--- src/hdl/szb_pkg.sv ---
package szb_pkg;

  // Command codes on the input channel
  localparam logic CMD_START = 1'b0;
  localparam logic CMD_PIXEL = 1'b1;

  // Configuration register indexes
  localparam int unsigned CFG_INDEX_W = 1;
  localparam logic [CFG_INDEX_W-1:0] REG_SCREEN_SCALE    = 1'b0;
  localparam logic [CFG_INDEX_W-1:0] REG_TRANSPARENT_KEY = 1'b1;

  // Fixed field widths
  localparam int unsigned IN_COORD_W = 11;
  localparam int unsigned SIDE_IN_W  = 7;
  localparam int unsigned ZOOM_IN_W  = 4;
  localparam int unsigned LEN_W      = 13;
  localparam int unsigned COLOR_W    = 8;
  localparam int unsigned SCALE_W    = 4;
  localparam int unsigned BOX_W      = 15;
  localparam int unsigned CFG_DATA_W = 8;

  // Saturation limits of a box coordinate
  localparam int BOX_MAX = 16383;
  localparam int BOX_MIN = -16384;

  // Entries in the queue between front and back
  localparam int unsigned QUEUE_DEPTH = 2;

  // Per-pixel attributes carried from front to back
  typedef struct packed {
    logic               draw;
    logic               last;
    logic [COLOR_W-1:0] color;
  } szb_attr_t;

  localparam int unsigned ATTR_W = $bits(szb_attr_t);

endpackage

--- src/hdl/szb_front.sv ---
module szb_front #(
  parameter int unsigned MAX_SIDE = 64,
  parameter int unsigned MAX_ZOOM = 8,
  parameter int unsigned COORD_W  = 12
) (
  input  logic                                clk,
  input  logic                                rst_n,
  input  logic [szb_pkg::COLOR_W-1:0]         transparent_key,
  input  logic                                in_valid,
  output logic                                in_ready,
  input  logic                                in_command,
  input  logic signed [szb_pkg::IN_COORD_W-1:0] in_origin_x,
  input  logic signed [szb_pkg::IN_COORD_W-1:0] in_origin_y,
  input  logic [szb_pkg::SIDE_IN_W-1:0]       in_sprite_width,
  input  logic [szb_pkg::SIDE_IN_W-1:0]       in_sprite_height,
  input  logic [szb_pkg::ZOOM_IN_W-1:0]       in_zoom,
  input  logic [szb_pkg::LEN_W-1:0]           in_sprite_length,
  input  logic [szb_pkg::COLOR_W-1:0]         in_pixel_color,
  output logic                                push,
  input  logic                                push_ready,
  output szb_pkg::szb_attr_t                  push_attr,
  output logic [4*COORD_W-1:0]                push_coords
);

  localparam int unsigned CW = $clog2(MAX_SIDE + 1);
  localparam int unsigned ZW = $clog2(MAX_ZOOM + 1);
  localparam int unsigned OW = $clog2(MAX_SIDE * MAX_ZOOM + 1);

  logic signed [szb_pkg::IN_COORD_W-1:0] base_x_r, base_x_nxt;
  logic signed [szb_pkg::IN_COORD_W-1:0] base_y_r, base_y_nxt;
  logic [CW-1:0]                width_r, width_nxt;
  logic [CW-1:0]                height_r, height_nxt;
  logic [ZW-1:0]                zoom_r, zoom_nxt;
  logic [szb_pkg::LEN_W-1:0]    length_r, length_nxt;
  logic [OW-1:0]                col_offset_r, col_offset_nxt;
  logic [OW-1:0]                row_offset_r, row_offset_nxt;
  logic [CW-1:0]                col_count_r, col_count_nxt;
  logic [CW-1:0]                row_count_r, row_count_nxt;
  logic [szb_pkg::LEN_W-1:0]    pixel_count_r, pixel_count_nxt;
  logic                         finished_r, finished_nxt;

  logic                         accept;
  logic                         done;
  logic                         opaque;
  logic [szb_pkg::LEN_W-1:0]    pixel_count_inc;
  logic signed [COORD_W-1:0]    x_left, y_top, x_right, y_bottom;

  assign in_ready = push_ready;
  assign accept   = in_valid && in_ready;
  assign push     = accept && (in_command == szb_pkg::CMD_PIXEL);

  // Box corners from running sums
  assign x_left   = COORD_W'(base_x_r) + COORD_W'(col_offset_r);
  assign y_top    = COORD_W'(base_y_r) + COORD_W'(row_offset_r);
  assign x_right  = x_left + COORD_W'(zoom_r);
  assign y_bottom = y_top + COORD_W'(zoom_r);

  assign opaque          = in_pixel_color != transparent_key;
  assign pixel_count_inc = pixel_count_r + 1'b1;

  // End of draw: last pixel of last row, or stored pixel count reached
  always_comb begin
    done = (pixel_count_inc == length_r);
    if ((CW+1)'(col_count_r) + 1'b1 >= (CW+1)'(width_r) &&
        (CW+1)'(row_count_r) + 1'b1 >= (CW+1)'(height_r)) begin
      done = 1'b1;
    end
  end

  // Build the queue entry
  always_comb begin
    push_attr.draw  = !finished_r && opaque;
    push_attr.last  = !finished_r && done;
    push_attr.color = push_attr.draw ? in_pixel_color : '0;
    push_coords     = {x_left, y_top, x_right, y_bottom};
  end

  // Next state of the sprite registers and counters
  always_comb begin
    base_x_nxt      = base_x_r;
    base_y_nxt      = base_y_r;
    width_nxt       = width_r;
    height_nxt      = height_r;
    zoom_nxt        = zoom_r;
    length_nxt      = length_r;
    col_offset_nxt  = col_offset_r;
    row_offset_nxt  = row_offset_r;
    col_count_nxt   = col_count_r;
    row_count_nxt   = row_count_r;
    pixel_count_nxt = pixel_count_r;
    finished_nxt    = finished_r;
    if (accept) begin
      if (in_command == szb_pkg::CMD_START) begin
        base_x_nxt = in_origin_x;
        base_y_nxt = in_origin_y;
        // Clamp size and zoom into their supported ranges
        if (in_sprite_width == '0) begin
          width_nxt = CW'(1);
        end else if (32'(in_sprite_width) > MAX_SIDE) begin
          width_nxt = CW'(MAX_SIDE);
        end else begin
          width_nxt = CW'(in_sprite_width);
        end
        if (in_sprite_height == '0) begin
          height_nxt = CW'(1);
        end else if (32'(in_sprite_height) > MAX_SIDE) begin
          height_nxt = CW'(MAX_SIDE);
        end else begin
          height_nxt = CW'(in_sprite_height);
        end
        if (in_zoom == '0) begin
          zoom_nxt = ZW'(1);
        end else if (32'(in_zoom) > MAX_ZOOM) begin
          zoom_nxt = ZW'(MAX_ZOOM);
        end else begin
          zoom_nxt = ZW'(in_zoom);
        end
        length_nxt      = in_sprite_length;
        col_offset_nxt  = '0;
        row_offset_nxt  = '0;
        col_count_nxt   = '0;
        row_count_nxt   = '0;
        pixel_count_nxt = '0;
        finished_nxt    = 1'b0;
      end else if (!finished_r) begin
        // Advance column, wrap to next row at the row end
        if ((CW+1)'(col_count_r) + 1'b1 >= (CW+1)'(width_r)) begin
          col_count_nxt  = '0;
          col_offset_nxt = '0;
          row_count_nxt  = row_count_r + 1'b1;
          row_offset_nxt = row_offset_r + OW'(zoom_r);
        end else begin
          col_count_nxt  = col_count_r + 1'b1;
          col_offset_nxt = col_offset_r + OW'(zoom_r);
        end
        pixel_count_nxt = pixel_count_inc;
        finished_nxt    = done;
      end
    end
  end

  always_ff @(posedge clk) begin
    if (!rst_n) begin
      base_x_r      <= '0;
      base_y_r      <= '0;
      width_r       <= CW'(1);
      height_r      <= CW'(1);
      zoom_r        <= ZW'(1);
      length_r      <= szb_pkg::LEN_W'(1);
      col_offset_r  <= '0;
      row_offset_r  <= '0;
      col_count_r   <= '0;
      row_count_r   <= '0;
      pixel_count_r <= '0;
      finished_r    <= 1'b1;
    end else begin
      base_x_r      <= base_x_nxt;
      base_y_r      <= base_y_nxt;
      width_r       <= width_nxt;
      height_r      <= height_nxt;
      zoom_r        <= zoom_nxt;
      length_r      <= length_nxt;
      col_offset_r  <= col_offset_nxt;
      row_offset_r  <= row_offset_nxt;
      col_count_r   <= col_count_nxt;
      row_count_r   <= row_count_nxt;
      pixel_count_r <= pixel_count_nxt;
      finished_r    <= finished_nxt;
    end
  end

endmodule

--- src/hdl/szb_queue.sv ---
module szb_queue #(
  parameter int unsigned WIDTH = 58
) (
  input  logic             clk,
  input  logic             rst_n,
  input  logic             push,
  output logic             push_ready,
  input  logic [WIDTH-1:0] push_data,
  output logic             pop_valid,
  input  logic             pop,
  output logic [WIDTH-1:0] pop_data
);

  localparam int unsigned DEPTH = szb_pkg::QUEUE_DEPTH;
  localparam int unsigned PW    = (DEPTH > 1) ? $clog2(DEPTH) : 1;
  localparam int unsigned NW    = $clog2(DEPTH + 1);

  logic [WIDTH-1:0] slot_r [DEPTH];
  logic [PW-1:0]    wr_ptr_r, wr_ptr_nxt;
  logic [PW-1:0]    rd_ptr_r, rd_ptr_nxt;
  logic [NW-1:0]    count_r, count_nxt;

  assign push_ready = count_r != NW'(DEPTH);
  assign pop_valid  = count_r != '0;
  assign pop_data   = slot_r[rd_ptr_r];

  // Advance pointers, wrapping at the depth
  always_comb begin
    wr_ptr_nxt = wr_ptr_r;
    rd_ptr_nxt = rd_ptr_r;
    count_nxt  = count_r;
    if (push) begin
      wr_ptr_nxt = (32'(wr_ptr_r) == DEPTH - 1) ? '0 : wr_ptr_r + 1'b1;
    end
    if (pop) begin
      rd_ptr_nxt = (32'(rd_ptr_r) == DEPTH - 1) ? '0 : rd_ptr_r + 1'b1;
    end
    if (push && !pop) begin
      count_nxt = count_r + 1'b1;
    end else if (pop && !push) begin
      count_nxt = count_r - 1'b1;
    end
  end

  always_ff @(posedge clk) begin
    if (!rst_n) begin
      wr_ptr_r <= '0;
      rd_ptr_r <= '0;
      count_r  <= '0;
    end else begin
      wr_ptr_r <= wr_ptr_nxt;
      rd_ptr_r <= rd_ptr_nxt;
      count_r  <= count_nxt;
    end
  end

  // Store the transfer
  always_ff @(posedge clk) begin
    if (push) begin
      slot_r[wr_ptr_r] <= push_data;
    end
  end

  a_no_overflow: assert property (@(posedge clk) disable iff (!rst_n)
    push |-> (push_ready || pop))
    else $error("queue written while full");

  a_no_underflow: assert property (@(posedge clk) disable iff (!rst_n)
    pop |-> pop_valid)
    else $error("queue read while empty");

endmodule

--- src/hdl/szb_back.sv ---
module szb_back #(
  parameter int unsigned COORD_W = 12
) (
  input  logic                              clk,
  input  logic                              rst_n,
  input  logic [szb_pkg::SCALE_W-1:0]       screen_scale,
  input  logic                              pop_valid,
  output logic                              pop,
  input  szb_pkg::szb_attr_t                pop_attr,
  input  logic [4*COORD_W-1:0]              pop_coords,
  output logic                              out_valid,
  input  logic                              out_ready,
  output logic                              out_draw,
  output logic signed [szb_pkg::BOX_W-1:0]  out_box_left,
  output logic signed [szb_pkg::BOX_W-1:0]  out_box_top,
  output logic signed [szb_pkg::BOX_W-1:0]  out_box_right,
  output logic signed [szb_pkg::BOX_W-1:0]  out_box_bottom,
  output logic [szb_pkg::COLOR_W-1:0]       out_fill_color,
  output logic                              out_last
);

  localparam int unsigned PW = COORD_W + szb_pkg::SCALE_W + 1;

  logic                                 out_valid_r, out_valid_nxt;
  logic                                 draw_r;
  logic                                 last_r;
  logic [szb_pkg::COLOR_W-1:0]          color_r;
  logic signed [szb_pkg::BOX_W-1:0]     left_r, top_r, right_r, bottom_r;
  logic signed [szb_pkg::BOX_W-1:0]     left_nxt, top_nxt, right_nxt, bottom_nxt;
  logic [szb_pkg::SCALE_W-1:0]          scale_eff;

  // Multiply by the screen scale and clip to the box range
  function automatic logic signed [szb_pkg::BOX_W-1:0] scale_sat(
    input logic signed [COORD_W-1:0]      coord,
    input logic [szb_pkg::SCALE_W-1:0]    scale
  );
    logic signed [PW-1:0] prod;
    prod = PW'(coord) * PW'($signed({1'b0, scale}));
    if (prod > PW'(szb_pkg::BOX_MAX)) begin
      scale_sat = szb_pkg::BOX_W'(szb_pkg::BOX_MAX);
    end else if (prod < PW'(szb_pkg::BOX_MIN)) begin
      scale_sat = szb_pkg::BOX_W'(szb_pkg::BOX_MIN);
    end else begin
      scale_sat = prod[szb_pkg::BOX_W-1:0];
    end
  endfunction

  assign scale_eff = (screen_scale == '0) ? szb_pkg::SCALE_W'(1) : screen_scale;
  assign pop       = pop_valid && (!out_valid_r || out_ready);

  // Zero the box when nothing is drawn
  always_comb begin
    left_nxt   = '0;
    top_nxt    = '0;
    right_nxt  = '0;
    bottom_nxt = '0;
    if (pop_attr.draw) begin
      left_nxt   = scale_sat(pop_coords[4*COORD_W-1:3*COORD_W], scale_eff);
      top_nxt    = scale_sat(pop_coords[3*COORD_W-1:2*COORD_W], scale_eff);
      right_nxt  = scale_sat(pop_coords[2*COORD_W-1:COORD_W], scale_eff);
      bottom_nxt = scale_sat(pop_coords[COORD_W-1:0], scale_eff);
    end
  end

  // Hold the result until the transfer completes
  always_comb begin
    out_valid_nxt = out_valid_r;
    if (pop) begin
      out_valid_nxt = 1'b1;
    end else if (out_ready) begin
      out_valid_nxt = 1'b0;
    end
  end

  always_ff @(posedge clk) begin
    if (!rst_n) begin
      out_valid_r <= 1'b0;
    end else begin
      out_valid_r <= out_valid_nxt;
    end
  end

  always_ff @(posedge clk) begin
    if (pop) begin
      draw_r   <= pop_attr.draw;
      last_r   <= pop_attr.last;
      color_r  <= pop_attr.color;
      left_r   <= left_nxt;
      top_r    <= top_nxt;
      right_r  <= right_nxt;
      bottom_r <= bottom_nxt;
    end
  end

  assign out_valid      = out_valid_r;
  assign out_draw       = draw_r;
  assign out_last       = last_r;
  assign out_fill_color = color_r;
  assign out_box_left   = left_r;
  assign out_box_top    = top_r;
  assign out_box_right  = right_r;
  assign out_box_bottom = bottom_r;

  a_blank_box: assert property (@(posedge clk) disable iff (!rst_n)
    (out_valid_r && !draw_r) |-> (left_r == '0 && top_r == '0 && right_r == '0 &&
                                  bottom_r == '0 && color_r == '0))
    else $error("undrawn result carries box data");

  a_box_order: assert property (@(posedge clk) disable iff (!rst_n)
    (out_valid_r && draw_r) |-> (left_r <= right_r && top_r <= bottom_r))
    else $error("box corners out of order");

endmodule

--- src/hdl/sprite_zoom_box_expander_unit.sv ---
// Sprite zoom box expander: one pixel transfer in, one box result out.
// Path: an input transfer is written to a queue slot, then the scale multiply
// writes the output register, where the result is valid and can be transferred;
// start commands give no result.
// Throughput: 1 item per cycle while out_ready holds; a 2-entry queue decouples
// the counters from the scale stage, so either side may stall on its own.
// Reset (synchronous, rst_n low): scale 1, key 0, no draw active, queue empty.
module sprite_zoom_box_expander_unit #(
  parameter int unsigned MAX_SIDE = 64,
  parameter int unsigned MAX_ZOOM = 8
) (
  input  logic                                  clk,
  input  logic                                  rst_n,
  input  logic                                  cfg_we,
  input  logic [szb_pkg::CFG_INDEX_W-1:0]       cfg_index,
  input  logic [szb_pkg::CFG_DATA_W-1:0]        cfg_wdata,
  input  logic                                  in_valid,
  output logic                                  in_ready,
  input  logic                                  in_command,
  input  logic signed [szb_pkg::IN_COORD_W-1:0] in_origin_x,
  input  logic signed [szb_pkg::IN_COORD_W-1:0] in_origin_y,
  input  logic [szb_pkg::SIDE_IN_W-1:0]         in_sprite_width,
  input  logic [szb_pkg::SIDE_IN_W-1:0]         in_sprite_height,
  input  logic [szb_pkg::ZOOM_IN_W-1:0]         in_zoom,
  input  logic [szb_pkg::LEN_W-1:0]             in_sprite_length,
  input  logic [szb_pkg::COLOR_W-1:0]           in_pixel_color,
  output logic                                  out_valid,
  input  logic                                  out_ready,
  output logic                                  out_draw,
  output logic signed [szb_pkg::BOX_W-1:0]      out_box_left,
  output logic signed [szb_pkg::BOX_W-1:0]      out_box_top,
  output logic signed [szb_pkg::BOX_W-1:0]      out_box_right,
  output logic signed [szb_pkg::BOX_W-1:0]      out_box_bottom,
  output logic [szb_pkg::COLOR_W-1:0]           out_fill_color,
  output logic                                  out_last
);

  localparam int unsigned OW      = $clog2(MAX_SIDE * MAX_ZOOM + 1);
  localparam int unsigned COORD_W = ((OW > 10) ? OW : 10) + 2;
  localparam int unsigned ENTRY_W = szb_pkg::ATTR_W + 4 * COORD_W;

  logic [szb_pkg::SCALE_W-1:0] screen_scale_r;
  logic [szb_pkg::COLOR_W-1:0] transparent_key_r;

  logic                        push, push_ready;
  szb_pkg::szb_attr_t          push_attr, pop_attr;
  logic [4*COORD_W-1:0]        push_coords, pop_coords;
  logic                        pop_valid, pop;
  logic [ENTRY_W-1:0]          pop_data;

  // Configuration registers
  always_ff @(posedge clk) begin
    if (!rst_n) begin
      screen_scale_r    <= szb_pkg::SCALE_W'(1);
      transparent_key_r <= '0;
    end else if (cfg_we) begin
      unique case (cfg_index)
        szb_pkg::REG_SCREEN_SCALE:    screen_scale_r    <= cfg_wdata[szb_pkg::SCALE_W-1:0];
        szb_pkg::REG_TRANSPARENT_KEY: transparent_key_r <= cfg_wdata;
        default: ;
      endcase
    end
  end

  szb_front #(
    .MAX_SIDE (MAX_SIDE),
    .MAX_ZOOM (MAX_ZOOM),
    .COORD_W  (COORD_W)
  ) u_front (
    .clk              (clk),
    .rst_n            (rst_n),
    .transparent_key  (transparent_key_r),
    .in_valid         (in_valid),
    .in_ready         (in_ready),
    .in_command       (in_command),
    .in_origin_x      (in_origin_x),
    .in_origin_y      (in_origin_y),
    .in_sprite_width  (in_sprite_width),
    .in_sprite_height (in_sprite_height),
    .in_zoom          (in_zoom),
    .in_sprite_length (in_sprite_length),
    .in_pixel_color   (in_pixel_color),
    .push             (push),
    .push_ready       (push_ready),
    .push_attr        (push_attr),
    .push_coords      (push_coords)
  );

  szb_queue #(
    .WIDTH (ENTRY_W)
  ) u_queue (
    .clk        (clk),
    .rst_n      (rst_n),
    .push       (push),
    .push_ready (push_ready),
    .push_data  ({push_attr, push_coords}),
    .pop_valid  (pop_valid),
    .pop        (pop),
    .pop_data   (pop_data)
  );

  assign pop_attr   = pop_data[ENTRY_W-1:4*COORD_W];
  assign pop_coords = pop_data[4*COORD_W-1:0];

  szb_back #(
    .COORD_W (COORD_W)
  ) u_back (
    .clk            (clk),
    .rst_n          (rst_n),
    .screen_scale   (screen_scale_r),
    .pop_valid      (pop_valid),
    .pop            (pop),
    .pop_attr       (pop_attr),
    .pop_coords     (pop_coords),
    .out_valid      (out_valid),
    .out_ready      (out_ready),
    .out_draw       (out_draw),
    .out_box_left   (out_box_left),
    .out_box_top    (out_box_top),
    .out_box_right  (out_box_right),
    .out_box_bottom (out_box_bottom),
    .out_fill_color (out_fill_color),
    .out_last       (out_last)
  );

endmodule
--- config.mk ---
export PLATFORM = sky130hd
export DESIGN_NAME = sprite_zoom_box_expander_unit
export DESIGN_NICKNAME = d
export VERILOG_FILES = /design/src/hdl/szb_pkg.sv /design/src/hdl/szb_front.sv /design/src/hdl/szb_queue.sv /design/src/hdl/szb_back.sv /design/src/hdl/sprite_zoom_box_expander_unit.sv
export SDC_FILE = /design/constraint.sdc
export NUM_CORES = 1
export LEC_CHECK = 0
export ABC_AREA = 1
export BUFFER_PORTS_ARGS = -buffer_cell sky130_fd_sc_hd__buf_2
export CORE_MARGIN = 4
export CORE_UTILIZATION = 60
export DETAILED_ROUTE_END_ITERATION = 8
export GPL_ROUTABILITY_DRIVEN = 0
export PLACE_DENSITY = 0.78
export SLEW_MARGIN = 10
export SYNTH_ARGS = -nofsm -noshare
export SYNTH_HDL_FRONTEND = slang
export SYNTH_SLANG_ARGS = --single-unit
--- constraint.sdc ---
create_clock -name clk -period 17.2 [get_ports clk]
set_input_delay 3.44 -clock clk [delete_from_list [all_inputs] [get_ports clk]]
set_output_delay 3.44 -clock clk [all_outputs]
set_load 0.005 [all_outputs]
==> summary.md <==
| Metric | Value |
|---|---|
| Status | `finished, final reports clean` |
| Skew final | `between 0.02 and 0.03 ns` |
| DR WL/cell | `around 14 um` |
| Post-DP HPWL | `34500 um` |
| Cell taking the most area after synthesis | `edfxtp_1` |
| Critical Path RT | `around 17 ns` |
| Placeable Area | `roughly 36000 sq um` |
| CP startpoint kind | `register` |
| ANT nets after route | `0` |
| Crit path max fanout | `95` |
| Worst skew pair latency | `approximately 0.53 ns` |
| Clock tree buffer depth | `3` |
| #FFs+latches synth | `305` |
| # IOs | `between 100 and 150` |
| Fin Hold WS | `between 0.4 and 0.5 ns` |
| Fraction of layout cells with a size suffix above 1 | `9.72%` |
| IO Port Bufs | `approximately 150` |
| Residual DRC count | `0` |
| First-pass GRT wire length | `~78000 um` |
| Top post-synthesis cells by area | `edfxtp_1 26%, dfxtp_1 11%, ha_1 10%, fa_1 9.8%, nand2_1 8.0%` |
| CTS resizes | `0` |
| Vias per inst | `5.31` |
| GRT Resource Usage Total | `a little under a quarter` |
| Crit path arrival time | `about 5.7 ns` |
| # nets final | `3095` |
| Most common cell after layout, fill and taps aside | `nand2_1` |
| Cells after Synth | `roughly 2600` |
| Vias | `17100` |
| Final wirelength | `roughly 45000 um` |
| Worst-margin pin slew | `between 1 and 1.5 ns` |
| # Post-CTS Setup Buffers | `0` |
| 1st-iter DRT viols | `~1200` |
| Final hold violation count | `0` |
| Tmin final | `between 5 and 6 ns` |
| P_leak | `11.7 nW` |
| Met2 Usage GRT | `between 30 and 40%` |
| Placed Area | `between 20000 and 25000 sq um` |
| CTS tree | `yes` |
| Tightest Hold Check Type | `register to register` |
| Post-synth top area share | `roughly a quarter` |
| Design Area, Final | `roughly 24000 sq um` |
| Post-CTS Hold Buffers | `0` |
| Root Buffer | `clkbuf_16` |
| Crit path capture type | `register` |
| Reg clk slew, reported paths | `roughly 0.060 ns` |
| Critical path type | `register to register` |
| Met1 Use GR | `32.3%` |
| Initial antenna violation count | `0` |
| Peak VDD IR | `0.0000834 V` |
| FP Rows | `around 70` |
| Post-Syn Area | `between 20000 and 25000 sq um` |
| Layout filler cell count | `2802` |
| Pins over their slew limit | `0` |
| Post-synthesis sequential area ratio | `36.7%` |
| Final setup violation count | `0` |
| Setup total negative slack | `0 ns` |
| Multi-input combinational cell area | `11900 sq um` |
| Netlist cell types | `between 40 and 50` |
| Synth warnings | `0` |
| Die width | `slightly below 200 um` |
| Register area | `~8000 sq um` |
| Gr busiest metal | `met2` |
| Commonest cells after routing, fill and taps aside | `462 x nand2_1, 411 x inv_1, 358 x nor2_1` |
| Area Overhead vs Synth | `10.6%` |
| Drt first pass iters | `7` |
| Fin crit share | `between 30% and 40%` |
| Die height | `a little under 200 um` |
| Power density over the cells | `around 150 nW/um^2` |
| GRT met3 Usage | `~2.8%` |
| Die Footprint | `39300 sq um` |
| Starting Density | `between 60% and 70%` |
| Syn_area_per_cell | `roughly 8.3 sq um` |
| Vias in the first global route | `about 17000` |
| RSZ-0062 raised after global routing | `no` |
| H-tree lvl count | `2` |
| CTS sink count | `about 300` |
| Gr ovfl total | `0` |
| Slew HR | `31.6%` |
| Syn_nets | `between 2000 and 3000` |
| Max-cap violations | `0` |
| CTS Buf Count | `35` |
| Largest net degree at the start of global routing | `96` |
| F_max | `roughly 180 MHz` |
| ANT cells | `0` |
==> cells in the mapped netlist (all sizes together) <==
master	instances
o32ai	4
o21ai	134
a211oi	6
a21boi	1
a31oi	5
o211ai	3
nand2	472
mux2i	12
clkbuf	45
buf	28
dfxtp	119
nand4	18
or2	12
o21a	2
ha	182
and2	2
nand3	171
edfxtp	186
o22ai	1
nor3	13
inv	418
o31ai	4
nor2	363
nor4	3
nand3b	10
xor2	72
mux2	9
o21bai	14
a21oi	145
a21o	8
fa	106
xnor2	38
nor3b	2
==> metrics by stage <==
stage | utilization, % | instances | total power, W | setup WS [ns]
after floorplan | - | 2608 | 0.00238 | 9.04
after global placement | 63.9 | 3155 | 0.00271 | 11.64
after detailed placement | 63.9 | 3155 | 0.00276 | 11.53
after CTS | 67.3 | 3217 | 0.00355 | 11.80
after global routing | 67.3 | 3217 | 0.00384 | 11.28
final | 67.3 | 3217 | 0.00352 | 11.75
==> cell families after synthesis <==
logic type,synth area share (%)
DFF,36.7
muxes,1.02
adders and majority gates,20.3
AOI/OAI and AO/OA,8.20
xor gates and xnor gates,4.58
and+or+nand+nor,20.4
buffers and inverters,8.79
==> path summary, 6_finish.rpt <==
kind / from / to / slack [ns] / cells after the start
min reg2reg: u_queue.rd_ptr_r / register / 0.45 / 1
max reg2reg: register / u_back.out_box_top[12] / 11.75 / 19
min: u_queue.rd_ptr_r / register / 0.45 / 1
max: register / u_back.out_box_top[12] / 11.75 / 19
==> per-layer routing <==
layer	routed length, um	part of all wire (%)	vias up
met4	1020	2.2	0
li1	-	-	8647
met2	21800	48	463
met3	2310	5.1	71
met1	20400	45	7902
met5	0	0	-
==> layout make-up <==
type | instances | share of cell area [%]
flip-flops and latches | 305 | 33.2
clock buffers | 43 | 3.99
well taps | 461 | 2.40
repair buffers | 159 | 3.44
clock inverters | 19 | 1.01
inverters | 418 | 6.54
multi-input cells | 1812 | 49.4
==> worst max-delay path: stages, from the launching register on <==
cell and delay [ns]:
dfxtp_2 0.31, buf_4 0.68, mux2i_1 0.49, nor2_1 0.10, ha_1 0.33, fa_1 0.54, inv_1 0.05, fa_1 0.53
inv_1 0.04, ha_1 0.34, a21oi_1 0.14, nand2_1 0.11, a21oi_2 0.29, o21ai_0 0.20, nand2_1 0.12, nand3_1 0.09
nand2_1 0.08, nand3_1 0.18, nand3_1 0.38, nand2_1 0.11
==> flip-flops by register name, summed over array words and instances, names as in the netlist, 8 cells and up, named ones only <==
register	flops
u_back.out_box_bottom	15
u_back.out_fill_color	8
u_front.pixel_count_r	13
transparent_key_r	8
u_front.length_r	13
u_front.row_offset_r	10
u_front.col_offset_r	10
u_queue.slot_r	116
u_back.out_box_right	15
u_front.base_x_r	11
u_front.base_y_r	11
u_back.out_box_top	15
u_back.out_box_left	15
==> power by group <==
part           total [W]  internal, W  switching [W]
logic            0.00169     0.000609        0.00108
clock network   0.000773     0.000474       0.000299
registers        0.00106      0.00101      0.0000422
total            0.00352      0.00210        0.00143
No activity file was read; power rests on OpenSTA's default activity.
